$ cat src/rtl/periodic_timer_table_core_defines.svh
// Assertion macros used by the timer table top level.
// Depends on nothing; the including module must have clk_i and rst_ni.
`ifndef PERIODIC_TIMER_TABLE_CORE_DEFINES_SVH
`define PERIODIC_TIMER_TABLE_CORE_DEFINES_SVH

`ifndef SYNTHESIS
`define PTT_ASSERT(label, prop, msg) \
  label: assert property (@(posedge clk_i) disable iff (!rst_ni) (prop)) else $error(msg);
`define PTT_ASSERT_NEVER(label, cond, msg) \
  `PTT_ASSERT(label, !(cond), msg)
`else
`define PTT_ASSERT(label, prop, msg)
`define PTT_ASSERT_NEVER(label, cond, msg)
`endif

`endif

$ cat src/rtl/ptt_pkg.sv
// Types and codes shared by the timer table cells and the top level.
// Depends on nothing.
package ptt_pkg;

  localparam int unsigned TimeW = 32;
  localparam int unsigned IdW   = 8;

  // Input operation codes.
  localparam logic [1:0] OP_SET    = 2'd0;
  localparam logic [1:0] OP_CANCEL = 2'd1;
  localparam logic [1:0] OP_TICK   = 2'd2;

  // Result kinds.
  localparam logic [1:0] KIND_SET_REPLY  = 2'd0;
  localparam logic [1:0] KIND_CANCEL_ACK = 2'd1;
  localparam logic [1:0] KIND_FIRED      = 2'd2;
  localparam logic [1:0] KIND_TICK_DONE  = 2'd3;

  localparam logic [TimeW-1:0] NO_DEADLINE = '1;

  // Scan token that walks the row of cells during a tick.
  typedef struct packed {
    logic             valid;
    logic [TimeW-1:0] now;
    logic [TimeW-1:0] min;
  } tok_t;

  // Slot write request broadcast to the cells; each cell has its own select.
  typedef struct packed {
    logic             set_en;
    logic             clr_en;
    logic [TimeW-1:0] deadline;
    logic [TimeW-1:0] interval;
  } wr_t;

endpackage

$ cat src/rtl/periodic_timer_table_core.sv
// Timer table top level: request decode, output register and the row of slot cells.
// Depends on ptt_pkg, ptt_cell and periodic_timer_table_core_defines.svh.
//
// A table of SLOTS one-shot or periodic timers held in a row of identical cells, one
// slot per cell. The block takes one request at a time. A set request claims the
// lowest free slot and answers with its one-based id (0 when full); a cancel request
// frees a slot by id and flags an id of 0 or above SLOTS. Both are first held in the
// request registers, then commit the slot write and load the reply once the output
// is free. A tick request launches a scan token that moves one cell per cycle; each
// cell whose deadline has come emits a fired result as the token passes and then
// reloads (periodic) or frees itself (one-shot), and the token collects the earliest
// remaining deadline for the closing tick-done result. Any cycle in which the output
// register holds an untaken result stalls the scan. A request is accepted again once
// its final result has been loaded into the output register.
`include "periodic_timer_table_core_defines.svh"

module periodic_timer_table_core #(
  parameter int unsigned SLOTS = 4
) (
  input  logic         clk_i,
  input  logic         rst_ni,
  // Request stream.
  input  logic         s_axis_tvalid,
  output logic         s_axis_tready,
  input  logic [103:0] s_axis_tdata,  // now[31:0], delay[63:32], period[95:64],
                                      // slot_id[103:96]
  input  logic [1:0]   s_axis_tuser,  // op[1:0]
  // Result stream.
  output logic         m_axis_tvalid,
  input  logic         m_axis_tready,
  output logic [47:0]  m_axis_tdata,  // slot[7:0], next_deadline[39:8], error[40],
                                      // zero[47:41]
  output logic [1:0]   m_axis_tuser,  // kind[1:0]
  output logic         m_axis_tlast
);
  import ptt_pkg::*;

  // Request holding registers.
  logic             busy_q;
  logic             pend_q;   // set or cancel waiting to commit
  logic [1:0]       op_q;
  logic [TimeW-1:0] now_q;
  logic [TimeW-1:0] rel_q;
  logic [TimeW-1:0] per_q;
  logic [IdW-1:0]   id_q;
  tok_t             tok0_q;

  // Output register.
  logic             out_valid_q;
  logic [1:0]       out_kind_q,  out_kind_d;
  logic [IdW-1:0]   out_slot_q,  out_slot_d;
  logic [TimeW-1:0] out_next_q,  out_next_d;
  logic             out_err_q,   out_err_d;
  logic             out_last_q,  out_last_d;

  // Cell row.
  tok_t             tok [SLOTS+1];
  logic [SLOTS-1:0] fire_vec;
  logic [IdW-1:0]   fire_id [SLOTS];
  logic [SLOTS-1:0] active_vec;
  logic [SLOTS-1:0] sel_vec;
  logic [SLOTS-1:0] free_onehot;
  logic [IdW-1:0]   free_id;
  logic             any_free;
  logic             cancel_ok;
  wr_t              wr;

  logic             step;
  logic             accept;
  logic             load;
  logic             fire_any;
  logic [IdW-1:0]   fire_slot;
  logic             commit;

  // The scan and the commit only advance when the output register can take a result.
  assign step   = !out_valid_q || m_axis_tready;
  assign accept = s_axis_tvalid && s_axis_tready;
  assign s_axis_tready = !busy_q;
  assign commit = step && pend_q;

  // Lowest free slot.
  always_comb begin
    free_onehot = '0;
    free_id     = '0;
    any_free    = 1'b0;
    for (int i = 0; i < int'(SLOTS); i++) begin
      if (!active_vec[i] && !any_free) begin
        free_onehot[i] = 1'b1;
        free_id        = IdW'(i + 1);
        any_free       = 1'b1;
      end
    end
  end

  assign cancel_ok = (id_q != '0) && (id_q <= IdW'(SLOTS));

  always_comb begin
    for (int i = 0; i < int'(SLOTS); i++) begin
      sel_vec[i] = (op_q == OP_SET) ? free_onehot[i] : (id_q == IdW'(i + 1));
    end
  end

  assign wr.set_en   = commit && (op_q == OP_SET) && any_free;
  assign wr.clr_en   = commit && (op_q == OP_CANCEL) && cancel_ok;
  assign wr.deadline = now_q + rel_q;
  assign wr.interval = per_q;

  assign tok[0] = tok0_q;

  for (genvar g = 0; g < SLOTS; g++) begin : g_cell
    ptt_cell #(
      .ID (g + 1)
    ) u_cell (
      .clk_i     (clk_i),
      .rst_ni    (rst_ni),
      .step_i    (step),
      .wr_i      (wr),
      .sel_i     (sel_vec[g]),
      .tok_i     (tok[g]),
      .tok_o     (tok[g+1]),
      .fire_o    (fire_vec[g]),
      .fire_id_o (fire_id[g]),
      .active_o  (active_vec[g])
    );
  end

  // At most one cell holds the token, so the fired id is a plain OR.
  always_comb begin
    fire_slot = '0;
    for (int i = 0; i < int'(SLOTS); i++) begin
      fire_slot = fire_slot | (fire_vec[i] ? fire_id[i] : '0);
    end
  end
  assign fire_any = |fire_vec;

  // Result selection; only one source is live in any cycle.
  always_comb begin
    load       = 1'b0;
    out_kind_d = KIND_SET_REPLY;
    out_slot_d = '0;
    out_next_d = '0;
    out_err_d  = 1'b0;
    out_last_d = 1'b1;
    if (commit) begin
      load = 1'b1;
      if (op_q == OP_SET) begin
        out_kind_d = KIND_SET_REPLY;
        out_slot_d = any_free ? free_id : '0;
      end else begin
        out_kind_d = KIND_CANCEL_ACK;
        out_slot_d = cancel_ok ? id_q : '0;
        out_err_d  = !cancel_ok;
      end
    end else if (step && fire_any) begin
      load       = 1'b1;
      out_kind_d = KIND_FIRED;
      out_slot_d = fire_slot;
      out_last_d = 1'b0;
    end else if (step && tok[SLOTS].valid) begin
      load       = 1'b1;
      out_kind_d = KIND_TICK_DONE;
      out_next_d = tok[SLOTS].min;
    end
  end

  always_ff @(posedge clk_i or negedge rst_ni) begin
    if (!rst_ni) begin
      busy_q       <= 1'b0;
      pend_q       <= 1'b0;
      tok0_q.valid <= 1'b0;
      out_valid_q  <= 1'b0;
    end else begin
      if (accept) begin
        busy_q <= (s_axis_tuser == OP_SET) || (s_axis_tuser == OP_CANCEL) ||
                  (s_axis_tuser == OP_TICK);
        pend_q <= (s_axis_tuser == OP_SET) || (s_axis_tuser == OP_CANCEL);
        tok0_q.valid <= (s_axis_tuser == OP_TICK);
        tok0_q.now   <= s_axis_tdata[31:0];
        tok0_q.min   <= NO_DEADLINE;
      end else begin
        if (step) begin
          tok0_q.valid <= 1'b0;
        end
        if (commit) begin
          pend_q <= 1'b0;
        end
        if (load && out_last_d) begin
          busy_q <= 1'b0;
        end
      end
      if (load) begin
        out_valid_q <= 1'b1;
      end else if (m_axis_tready) begin
        out_valid_q <= 1'b0;
      end
    end
  end

  always_ff @(posedge clk_i) begin
    if (accept) begin
      op_q  <= s_axis_tuser;
      now_q <= s_axis_tdata[31:0];
      rel_q <= s_axis_tdata[63:32];
      per_q <= s_axis_tdata[95:64];
      id_q  <= s_axis_tdata[103:96];
    end
    if (load) begin
      out_kind_q <= out_kind_d;
      out_slot_q <= out_slot_d;
      out_next_q <= out_next_d;
      out_err_q  <= out_err_d;
      out_last_q <= out_last_d;
    end
  end

  assign m_axis_tvalid = out_valid_q;
  assign m_axis_tdata  = {7'b0, out_err_q, out_next_q, out_slot_q};
  assign m_axis_tuser  = out_kind_q;
  assign m_axis_tlast  = out_last_q;

  // Only one cell can see the token, so only one can fire in a cycle.
  `PTT_ASSERT(a_one_fire, $onehot0(fire_vec), "two cells fired in one cycle")
  // A pending set or cancel never overlaps a tick scan.
  `PTT_ASSERT_NEVER(a_pend_vs_scan, pend_q && (tok0_q.valid || (|fire_vec)),
                    "slot write overlaps a scan")
  // With no request in flight the token is gone from the row.
  `PTT_ASSERT_NEVER(a_idle_token, !busy_q && tok[SLOTS].valid,
                    "scan token alive while idle")
  // Loading the final result of a request frees the input side.
  `PTT_ASSERT(a_last_frees, (load && out_last_d && !accept) |=> !busy_q,
              "final result did not release the request")

endmodule

$ cat src/rtl/ptt_cell.sv
// One timer slot: active flag, deadline and interval, plus one stage of the scan token.
// Depends on ptt_pkg.
module ptt_cell #(
  parameter int unsigned ID = 1
) (
  input  logic          clk_i,
  input  logic          rst_ni,
  input  logic          step_i,
  input  ptt_pkg::wr_t  wr_i,
  input  logic          sel_i,
  input  ptt_pkg::tok_t tok_i,
  output ptt_pkg::tok_t tok_o,
  output logic          fire_o,
  output logic [7:0]    fire_id_o,
  output logic          active_o
);
  import ptt_pkg::*;

  logic             active_q, active_d;
  logic [TimeW-1:0] deadline_q, deadline_d;
  logic [TimeW-1:0] interval_q, interval_d;
  tok_t             tok_q, tok_d;

  logic             fire;
  logic             periodic;
  logic             act_n;
  logic [TimeW-1:0] dl_n;

  assign periodic = (interval_q != '0);
  assign fire     = step_i && tok_i.valid && active_q && (deadline_q <= tok_i.now);
  assign act_n    = fire ? periodic : active_q;
  assign dl_n     = (fire && periodic) ? (deadline_q + interval_q) : deadline_q;

  always_comb begin
    active_d   = active_q;
    deadline_d = deadline_q;
    interval_d = interval_q;
    if (sel_i && wr_i.set_en) begin
      active_d   = 1'b1;
      deadline_d = wr_i.deadline;
      interval_d = wr_i.interval;
    end else if (sel_i && wr_i.clr_en) begin
      active_d = 1'b0;
    end else if (fire) begin
      active_d   = act_n;
      deadline_d = dl_n;
    end
  end

  // The token picks up this slot's deadline as it leaves, if it is the new minimum.
  always_comb begin
    tok_d = tok_i;
    if (tok_i.valid && act_n && (dl_n < tok_i.min)) begin
      tok_d.min = dl_n;
    end
  end

  always_ff @(posedge clk_i or negedge rst_ni) begin
    if (!rst_ni) begin
      active_q    <= 1'b0;
      tok_q.valid <= 1'b0;
    end else begin
      active_q <= active_d;
      if (step_i) begin
        tok_q <= tok_d;
      end
    end
  end

  always_ff @(posedge clk_i) begin
    deadline_q <= deadline_d;
    interval_q <= interval_d;
  end

  assign tok_o     = tok_q;
  assign fire_o    = fire;
  assign fire_id_o = 8'(ID);
  assign active_o  = active_q;

endmodule

$ cat config.mk
export PLATFORM = sky130hd
export DESIGN_NAME = periodic_timer_table_core
export DESIGN_NICKNAME = d
export VERILOG_FILES = /design/src/rtl/ptt_pkg.sv /design/src/rtl/periodic_timer_table_core.sv /design/src/rtl/ptt_cell.sv
export VERILOG_INCLUDE_DIRS = /design/src /design/src/rtl
export SDC_FILE = /design/constraint.sdc
export NUM_CORES = 1
export LEC_CHECK = 0
export BUFFER_PORTS_ARGS = -buffer_cell sky130_fd_sc_hd__buf_2
export CAP_MARGIN = 40
export CORE_MARGIN = 2
export CORE_UTILIZATION = 35
export CTS_CLUSTER_SIZE = 20
export DETAILED_ROUTE_END_ITERATION = 16
export PLACE_DENSITY = 0.47
export SYNTH_ARGS = -nofsm -noshare
export SYNTH_HDL_FRONTEND = slang
export SYNTH_SLANG_ARGS = --single-unit
$ cat constraint.sdc
create_clock -name clk_i -period 9.3 [get_ports clk_i]
set_input_delay 1.86 -clock clk_i [delete_from_list [all_inputs] [get_ports clk_i]]
set_output_delay 1.86 -clock clk_i [all_outputs]
set_load 0.005 [all_outputs]
==> impl_metrics.tcl <==
set metrics [dict create \
    dieWidth_um 335 \
    synth_cells 3342 \
    track_usage 0.200 \
    totalWireLength_mm 112 \
    num_vias 26400 \
    r2r_slack_ns 2.39 \
    synth_top_flop_cell "edfxtp_1" \
    finalHoldViolCount 0 \
    status "finished, final reports clean" \
    area_growth_pct 14.2 \
    reg2reg_from "g_cell[2].u_cell.deadline_q[0]" \
    cts_tree "built" \
    grt.busiest_layer "met2" \
    leakage_nw 17.9 \
    clock_latency_ns 0.65 \
    rsz0062_at_grt "no" \
    clock_sinks 674 \
    post_cts_resized 0 \
    num_rows 121 \
    end_kind "flop" \
    overflow 0 \
    clock_path_buffers 3 \
    peakVddDrop_mv 0.146 \
    postCtsSetupBuffers 0 \
    core_um2 109000 \
    final_nets 4060 \
    layout_min_cycle_time_ns 6.91 \
    met3_usage 0.0250 \
    ys_seq_elements 674 \
    start_util 0.353 \
    async_flop_share 0.0178 \
    synth_edf_count 662 \
    ys_types 80 \
    min_to "g_cell[2].u_cell.tok_o[47]" \
    critPathLaunchType "flop" \
    drv_slew 0 \
    fin_crit_sh 0.743 \
    hold_start "g_cell[1].u_cell.tok_o[47]" \
    die_h_um 335 \
    reg2reg_depth 22 \
    power.density_nw_per_um2 199 \
    grt_use_met2 0.300 \
    port_buffers 155 \
    drcViolationCount 0 \
    syn-cell-area_um2 38400 \
    required_ns 9.68 \
    setup_violations 0 \
    use_met1 0.298 \
    fin_setup_tns_ns 0 \
    r2r-end "g_cell[2].u_cell.tok_o[1]" \
    via_per_inst 5.23 \
    finalInstanceArea_um2 43900 \
    wl_per_cell_um 22.2 \
    critPathArrivalTime_ns 7.28 \
    cts_root_buffer "clkbuf_16" \
    final_util 0.403 \
    ys_seq_area_frac 0.525 \
    grt_pass1_vias 26100 \
    grt_pass1_wl_mm 166 \
    critPathLaunch "g_cell[2].u_cell.deadline_q[0]" \
    drive_above_1_share 0.146 \
    critPathMaxFanout 30 \
    skew_ns 0.0274 \
    cts.clk_slew.worst_paths_ns 0.06 \
    cts-htree-levels 3 \
    fill_cells 10400 \
    min_path_cells 0 \
    slew_headroom 0.351 \
    hold_class "reg -> reg" \
    cap_violations 0 \
    antenna_found_initial 8 \
    cts-hold-fix-buffers 0 \
    dieArea_um2 112000 \
    gp_congestion 0.922 \
    tightest_slew_ns 0.963 \
    critical_path_class "reg -> reg" \
    drt_iter0_drc 2060 \
    synth_warnings 0 \
    synth_area_per_cell_um2 11.5 \
    firstDrtPassIters 5 \
    pin_count 163 \
    total_power_mw 8.74 \
    postRouteAntennaNets 0 \
    grt_max_degree 155 \
    cts_buffers 82 \
    place_area_um2 41200 \
    fmax_ghz 0.145 \
    dp_hpwl_mm 88.7 \
]
-- layout by cell type (no fill, tap or decap), types with 12 or more instances in the layout --
cell and count:
mux2i_1 31, o211ai_1 15, a21o_1 107, or3_1 13, nor4_1 43, nor2_1 235
inv_1 270, conb_1 12, nand2b_1 28, nor2b_1 23, xor2_1 58, o21bai_1 18
nand4_1 67, nand2_1 237, o21ai_0 152, clkinv_2 17, and2_1 39, buf_4 56
buf_2 156, a21oi_1 272, dfrtp_1 12, a211oi_1 28, a31oi_1 24, clkbuf_16 83
ha_1 376, edfxtp_1 662, nor3_1 37, o31ai_1 18, o21a_1 39, nand3_1 56
mux2_2 148, xnor2_1 70
-- power by group --
part | total, mW | internal, mW | switching [mW]
Combinational | 1.54 | 0.526 | 1.02
Clock | 3.25 | 1.93 | 1.32
Sequential | 3.95 | 3.74 | 0.218
-- synthesized netlist by cell type, drive strengths merged, types with 7 or more instances --
| cell type | count | area share |
|---|---|---|
| edfxtp | 662 | 0.52 |
| ha | 376 | 0.12 |
| a21oi | 273 | 0.036 |
| inv | 273 | 0.027 |
| nand2 | 238 | 0.023 |
| nor2 | 236 | 0.023 |
| o21ai | 155 | 0.020 |
| mux2 | 148 | 0.043 |
| a21o | 107 | 0.021 |
| xnor2 | 70 | 0.016 |
| nand4 | 68 | 0.011 |
| clkbuf | 65 | 0.0064 |
| nand3 | 58 | 0.0076 |
| xor2 | 58 | 0.013 |
| nor4 | 45 | 0.0075 |
| and2 | 42 | 0.0068 |
| o21a | 39 | 0.0076 |
| nor3 | 38 | 0.0050 |
| mux2i | 31 | 0.0081 |
| a211oi | 28 | 0.0055 |
| nand2b | 28 | 0.0046 |
| a31oi | 24 | 0.0039 |
| nor2b | 24 | 0.0039 |
| buf | 21 | 0.0038 |
| o31ai | 19 | 0.0037 |
| o21bai | 18 | 0.0035 |
| o211ai | 15 | 0.0029 |
| or3 | 13 | 0.0021 |
| dfrtp | 12 | 0.0078 |
| or2 | 11 | 0.0018 |
| a221oi | 9 | 0.0021 |
| and3 | 9 | 0.0015 |
| a21boi | 8 | 0.0016 |
| a211o | 7 | 0.0016 |
| a31o | 7 | 0.0016 |
| nor3b | 7 | 0.0014 |
| or4 | 7 | 0.0015 |
-- registers in the layout (all words and copies together) (netlist names) --
signal,flops
busy_q,1
g_cell.u_cell.active_o,4
g_cell.u_cell.deadline_q,128
g_cell.u_cell.interval_q,128
g_cell.u_cell.tok_o,228
id_q,8
m_axis_tlast,1
m_axis_tuser,2
m_axis_tvalid,1
now_q,32
op_q,2
out_err_q,1
out_next_q,32
out_slot_q,8
pend_q,1
per_q,32
rel_q,32
tok,33
-- layout make-up --
cell class / count / area [µm²] / share of cell area
well taps: 1414 / 1770 / 0.0403
inverters: 273 / 1020 / 0.0234
flip-flops and latches: 674 / 20200 / 0.460
diodes: 7 / 17.5 / 0.000399
clock buffers: 95 / 2150 / 0.0490
multi-input cells: 2320 / 16900 / 0.386
clock inverters: 50 / 524 / 0.0119
repair buffers: 218 / 1290 / 0.0293
-- worst max-delay path by stage --
stage                                endpoint  slack (ns)  depth (start not counted)
finish              g_cell[2].u_cell.tok_o[1]        2.39                         22
global route        g_cell[2].u_cell.tok_o[2]        2.06                         24
CTS                 g_cell[2].u_cell.tok_o[1]        2.29                         24
detailed placement  g_cell[2].u_cell.tok_o[1]        1.70                         20
global placement    g_cell[2].u_cell.tok_o[5]        1.49                         17
floorplan                            tok[292]        1.07                          2
-- through the flow --
stage	setup WS [ns]	instances	hold slack [ns]
after floorplan	1.07	3353	0.426
after global placement	1.49	4868	0.431
after detailed placement	1.70	4896	0.435
after CTS	2.29	5041	0.447
after global routing	2.06	5044	0.463
final	2.39	5051	0.448
-- critical path, cell delays in order, from the launching register on --
cell and delay, ns:
edfxtp_1 0.43, ha_1 0.26, fa_1 0.43, a211o_1 0.31, a211oi_1 0.31, o32ai_1 0.15, buf_4 0.18, nand3_1 0.11
a211o_1 0.19, a21boi_0 0.21, o21a_1 0.25, o21a_1 0.17, o31ai_1 0.52, ha_1 0.22, nand4_1 0.11, nor2_1 0.18
nor4b_1 0.50, clkdlybuf4s15_2 0.33, nor3b_1 0.35, o211ai_1 0.35, nand3_1 0.25, buf_4 0.41, mux2_2 0.40
-- metal layers --
metal	share of wire	vias up
li1	-	12900
met1	0.49	12600
met2	0.43	701
met3	0.056	141
met4	0.026	0
met5	0	-
-- cells by family (layout without fill, tap and decap cells) --
kind of cell | Yosys count | in the layout | synth area share
compound gates | 774 | 774 | 0.126
xor+xnor | 128 | 128 | 0.0292
fa+ha+maj | 381 | 381 | 0.125
other cells | 1 | 19 | 0.0000976
flops | 674 | 674 | 0.525
simple gates | 846 | 846 | 0.106
mux | 179 | 179 | 0.0515
buf+inv | 359 | 636 | 0.0368
Note: power is estimated with default switching activity, not from simulation.
